**config.mk**
```make
export PLATFORM = sky130hd
export DESIGN_NAME = iri_cell
export DESIGN_NICKNAME = d
export VERILOG_FILES = /design/src/design/iri_pkg.sv /design/src/design/iri_cell.sv
export SDC_FILE = /design/constraint.sdc
export NUM_CORES = 1
export LEC_CHECK = 0
export ABC_CLOCK_PERIOD_IN_PS = 2400
export BUFFER_PORTS_ARGS = -buffer_cell sky130_fd_sc_hd__buf_2
export CAP_MARGIN = 5
export CORE_AREA = 4 4 93 95
export CTS_BUF_LIST = sky130_fd_sc_hd__clkbuf_8
export DETAILED_ROUTE_END_ITERATION = 16
export DIE_AREA = 0 0 97 99
export PLACE_DENSITY = 0.83
export SLEW_MARGIN = 30
export SYNTH_ARGS = -nofsm -noshare
export SYNTH_HDL_FRONTEND = slang
export SYNTH_SLANG_ARGS = --single-unit
```
**constraint.sdc**
```tcl
create_clock -name clk -period 2.4 [get_ports clk]
set_input_delay 0.12 -clock clk [delete_from_list [all_inputs] [get_ports clk]]
set_output_delay 0.12 -clock clk [all_outputs]
set_load 0.03 [all_outputs]
```
**src/design/iri_pkg.sv**
```systemverilog
// iri_pkg: shared types and constants of the interval reservation table
// holds opcode and status codes, controller states and the cell control word
// no dependencies
package iri_pkg;

    localparam int TIME_W      = 17;
    localparam int IDX_W       = 5;
    localparam int OP_W        = 2;
    localparam int STATUS_W    = 2;
    localparam int COUNT_OUT_W = 6;

    localparam logic [TIME_W-1:0] LAST_SECOND = TIME_W'(86399);

    localparam logic [OP_W-1:0] OP_ADD    = 2'd0;
    localparam logic [OP_W-1:0] OP_REMOVE = 2'd1;
    localparam logic [OP_W-1:0] OP_READ   = 2'd2;
    localparam logic [OP_W-1:0] OP_NOP    = 2'd3;

    localparam logic [STATUS_W-1:0] ST_OK    = 2'd0;
    localparam logic [STATUS_W-1:0] ST_BAD   = 2'd1;
    localparam logic [STATUS_W-1:0] ST_FULL  = 2'd2;
    localparam logic [STATUS_W-1:0] ST_RANGE = 2'd3;

    typedef enum logic [2:0] {
        S_IDLE  = 3'b001,
        S_EVAL  = 3'b010,
        S_APPLY = 3'b100
    } state_t;

    // broadcast from the controller to every cell
    typedef struct packed {
        logic              eval;
        logic              add_go;
        logic              rem_go;
        logic [TIME_W-1:0] start_second;
        logic [TIME_W-1:0] stop_second;
    } cell_ctrl_t;

endpackage

```
**src/design/iri_cell.sv**
```systemverilog
// iri_cell: one entry of the interval table with its compare flags
// takes neighbor entries for insert and delete shifts
// depends on iri_pkg
module iri_cell (
    input  logic                       clk,
    input  logic                       rst_n,
    input  iri_pkg::cell_ctrl_t        ctrl,
    input  logic                       valid,
    input  logic                       rem_ge,
    input  logic                       left_fs,
    input  logic [iri_pkg::TIME_W-1:0] left_start,
    input  logic [iri_pkg::TIME_W-1:0] left_stop,
    input  logic                       right_fs,
    input  logic [iri_pkg::TIME_W-1:0] right_start,
    input  logic [iri_pkg::TIME_W-1:0] right_stop,
    output logic [iri_pkg::TIME_W-1:0] start,
    output logic [iri_pkg::TIME_W-1:0] stop,
    output logic                       fs,
    output logic                       bad
);
    import iri_pkg::*;

    logic [TIME_W-1:0] start_reg;
    logic [TIME_W-1:0] stop_reg;
    logic              fs_reg;
    logic              fe_reg;
    logic              pb_reg;
    logic              sa_reg;
    logic              ins_here;
    logic              shift_in;

    // compare flags, captured in the evaluate cycle
    always_ff @(posedge clk or negedge rst_n)
    begin
        if (!rst_n)
        begin
            fs_reg <= 1'b0;
            fe_reg <= 1'b0;
            pb_reg <= 1'b0;
            sa_reg <= 1'b0;
        end
        else if (ctrl.eval)
        begin
            fs_reg <= valid & (start_reg <= ctrl.start_second);
            fe_reg <= valid & (stop_reg <= ctrl.stop_second);
            pb_reg <= ctrl.start_second <= stop_reg;
            sa_reg <= ctrl.stop_second >= start_reg;
        end
    end

    // slot position: first cell that is empty or whose begin is above the new begin
    assign ins_here = !fs_reg & left_fs;
    assign shift_in = !fs_reg & !left_fs;

    // mismatched counts, touching predecessor, touching successor
    assign bad = (fs_reg ^ fe_reg)
               | (fs_reg & !right_fs & pb_reg)
               | (valid & !fs_reg & left_fs & sa_reg);

    // entry data, shifted up on insert and down on delete
    always_ff @(posedge clk)
    begin
        if (ctrl.add_go)
        begin
            if (ins_here)
            begin
                start_reg <= ctrl.start_second;
                stop_reg  <= ctrl.stop_second;
            end
            else if (shift_in)
            begin
                start_reg <= left_start;
                stop_reg  <= left_stop;
            end
        end
        else if (ctrl.rem_go && rem_ge)
        begin
            start_reg <= right_start;
            stop_reg  <= right_stop;
        end
    end

    assign start = start_reg;
    assign stop  = stop_reg;
    assign fs    = fs_reg;

endmodule

```
==> summary.md <==
| Metric | Value |
|---|---|
| Clock tree buffer depth | `2` |
| Post-layout minimum cycle time | `1.86 ns` |
| Max Clk Rate | `537 MHz` |
| Net Sw Frac | `39.4%` |
| Die Span Y | `99 um` |
| # setup viols final | `0` |
| Count of boundary I/O pins | `147` |
| Reg2Reg Capture Point | `fs$_DFFE_PN0P_` |
| RR Startpoint | `start[10]$_DFFE_PP_` |
| Number of violations reported at the end of detailed-routing iteration 0 | `124` |
| Slack of the worst reg-to-reg path | `0.54 ns` |
| Proportion of layout cells with a drive suffix above 1 | `27.2%` |
| MaxCap Viol Count | `0` |
| Per-instance average area after synthesis | `8.11 sq um` |
| Ratio of final minimum period to clock period | `77.6%` |
| Critical path, cell by cell | `ha_1, a21o_1, a221o_1, a221o_1, o221ai_1` |
| Worst-case reg-to-reg path depth | `5` |
| Transition at the pin with the smallest max-transition slack | `0.629 ns` |
| Largest net degree at the start of global routing | `69` |
| Clock-pin slew reported for the worst setup and hold paths after clock tree synthesis | `0.09 ns` |
| Count of buffers from port buffering | `146` |
| Initial DRT Pass Iterations | `4` |
| Source-to-sink clock delay at the later pin of the worst-skew pair | `0.29 ns` |
| Crit-path max cell delay | `0.44 ns` |
| Hold violation total from the final report | `0` |
| Final wirelength | `10700 um` |
| Remaining global-route overflow | `0` |
| Die Wd | `97 um` |
| Internal power component | `1390 uW` |
| Gate count of the mapped netlist | `438` |
| Distinct cell type count after synthesis | `33` |
| Residual DRC | `0` |
| Total number of clock tree sinks | `38` |
| Post-Syn Area | `3550 sq um` |
| Post-CTS Resized | `0` |
| Register area share after synthesis | `31.5%` |
| Area taken by flip-flops and latches | `1120 sq um` |
| Area of the die | `9600 sq um` |
| Biggest area contributors in the synthesized netlist | `sky130_fd_sc_hd__edfxtp_1 (29%), sky130_fd_sc_hd__ha_1 (24%), sky130_fd_sc_hd__a21oi_1 (12%)` |
| CP arrival | `2.08 ns` |
| Leakage power | `0.00240 uW` |
| Number of vias in the routed layout | `3590` |
| Root buffer selected by CTS | `sky130_fd_sc_hd__clkbuf_8` |
| Detailed placer's ending HPWL | `8860 um` |
| Clock tree from TritonCTS | `done` |
| Vias in the first global route | `3584` |
| Core region area | `7730 sq um` |
| Cell type with the largest total area after synthesis | `sky130_fd_sc_hd__edfxtp_1` |
| Type of the worst setup path | `flip-flop to flip-flop` |
| Most common cell type on the critical path | `sky130_fd_sc_hd__a221o_1` |
| Via-to-Cell Ratio | `5.26` |
| Endpoint required time on the critical path | `2.61 ns` |
| Layout filler cell count | `699` |
| Final slew viol count | `0` |
| Total inserted antenna cells | `0` |
| Number of antenna violations at the first check in global routing | `0` |
| Number of cell rows | `32` |
| Final std cell area, no fill | `4490 sq um` |
| Hold Crit Endpoint | `stop[3]$_DFFE_PP_` |
| #FFs+latches synth | `38` |
| Unrepaired setup endpoints after global routing | `false` |
| Final nets | `758` |
| Global-route usage over all layers | `21.8%` |
| Portion of total power attributed to sequential cells | `39.2%` |
| Endpoint type of the worst setup path | `flip-flop` |
| DP Area | `4400 sq um` |
| Warnings, synthesis | `0` |
| Hold Path Class | `primary input to flip-flop` |
| Post-synthesis to final-layout area growth | `26.3%` |
| Pwr/cell area | `510 nW/um^2` |
| First-pass GRT wire length | `17000 um` |
| Most common cell after layout, fill and taps aside | `sky130_fd_sc_hd__buf_2` |
| Post CTS Setup Buffer Count | `0` |
| Leading cell types in the layout, fill and taps excluded | `sky130_fd_sc_hd__buf_2 (146), sky130_fd_sc_hd__a21oi_1 (87), sky130_fd_sc_hd__inv_1 (74), sky130_fd_sc_hd__nor2_1 (74), sky130_fd_sc_hd__ha_1 (68)` |
| Area used by multi-input combinational logic | `2110 sq um` |
| Setup TNS after final layout | `0 ns` |
| Fin Clk Skew | `0.00487 ns` |
| Hold Crit Depth | `3` |
| Maximum vdd drop | `0.197 mV` |
| Area share of the largest cell type after synthesis | `28.7%` |
| H-tree depth reported by CTS | `2` |
| Total of hold buffers inserted after clock tree synthesis | `1` |
| Critical-path cell with the highest stage delay | `sky130_fd_sc_hd__edfxtp_1` |
| Total nets after synthesis | `617` |
| CP startpoint kind | `flip-flop` |
| Hold path start | `right_stop[3]` |
| Fraction of power consumed by combinational cells | `41.2%` |
| Initial core utilization | `46.0%` |
| Placer congestion estimate | `0.889` |
| Wire length per cell after detailed routing | `15.7 um` |
| Slew HR | `58.0%` |
| Switching pwr | `902 uW` |
| Proportion of power drawn by the clock network | `19.6%` |
| Run status | `completed` |
| Number of buffers created by CTS | `5` |
| Post-DRT Antenna Nets | `0` |
| Worst-path maximum fanout | `3` |
## per-layer routing
layer / part of all wire [%] / track usage [%] / up-vias / wire length [um]
li1: - / - / 1819 / -
met1: 42 / 26.8 / 1646 / 4510
met2: 51 / 38.8 / 109 / 5400
met3: 5.2 / 3.96 / 16 / 556
met4: 2.1 / 7.02 / 0 / 228
met5: 0 / 0 / - / 0
## stage by stage
step / hold slack (ns) / power, uW / util (%) / setup slack (ns) / instances
finish: 0.143 / 2290 / 58.1 / 0.537 / 682
detailed placement: -0.0668 / 1850 / 56.9 / 0.554 / 673
global placement: -0.0727 / 1810 / 56.9 / 0.588 / 673
floorplan: -0.176 / 1510 / - / 0.262 / 438
global route: 0.136 / 2450 / 58.1 / 0.361 / 682
CTS: 0.139 / 2290 / 58.1 / 0.530 / 682
## power by group through the flow
stage	combinational, uW	sequential (uW)	clock, uW
finish	943	897	449
CTS	945	896	449
global route	1060	907	489
global placement	906	906	0
floorplan	478	1030	0
detailed placement	939	911	0
## synth_stat cells (all sizes together)
library cell / n
a21oi: 87
nand2b: 2
o21bai: 4
buf: 5
nor2: 74
edfxtp: 34
nand4b: 1
nand4: 14
inv: 73
dfrtp: 4
ha: 68
and4: 2
mux2i: 1
a31oi: 3
nor3: 1
or2: 1
a21o: 7
o21ai: 8
a211oi: 3
o221ai: 2
and2: 2
a21boi: 2
clkbuf: 11
a2111o: 1
o22ai: 2
a311oi: 1
nand3b: 1
nand2: 9
a221o: 4
nor4: 3
nand3: 8
## worst max path at each step
stage / cells past startpoint / endpoint / start
after floorplan: 3 / start[0]$_DFFE_PP_ / ctrl[35]
after global placement: 5 / fe_reg$_DFFE_PN0P_ / stop[10]$_DFFE_PP_
after detailed placement: 5 / fs$_DFFE_PN0P_ / start[10]$_DFFE_PP_
after CTS: 5 / fs$_DFFE_PN0P_ / start[10]$_DFFE_PP_
after global routing: 6 / stop[7]$_DFFE_PP_ / fs$_DFFE_PN0P_
final: 5 / fs$_DFFE_PN0P_ / start[10]$_DFFE_PP_
## area by class of cell
type | instances | share of cell area (%)
sequential | 38 | 25.0
clock inverter | 3 | 0.279
timing repair buffer | 150 | 17.3
clock buffer | 5 | 1.53
tap | 102 | 2.84
inverter | 73 | 6.11
multi-input combinational | 311 | 47.0
## kinds of logic after synthesis
kind of cell	Yosys count	synth area share, %
compound gates	124	19.8
simple gates	118	14.9
buf+inv	89	9.54
fa+ha+maj	68	23.9
flops	38	31.5
mux	1	0.282
## critical path, delay by kind of cell, from the launching register on
kind                     cells  cell delay, ns
adder cells (fa/ha/maj)      1            0.32
flip-flops                   1            0.44
AO/OA/AOI/OAI                4            1.02
Power figures use the tool's default switching activity.
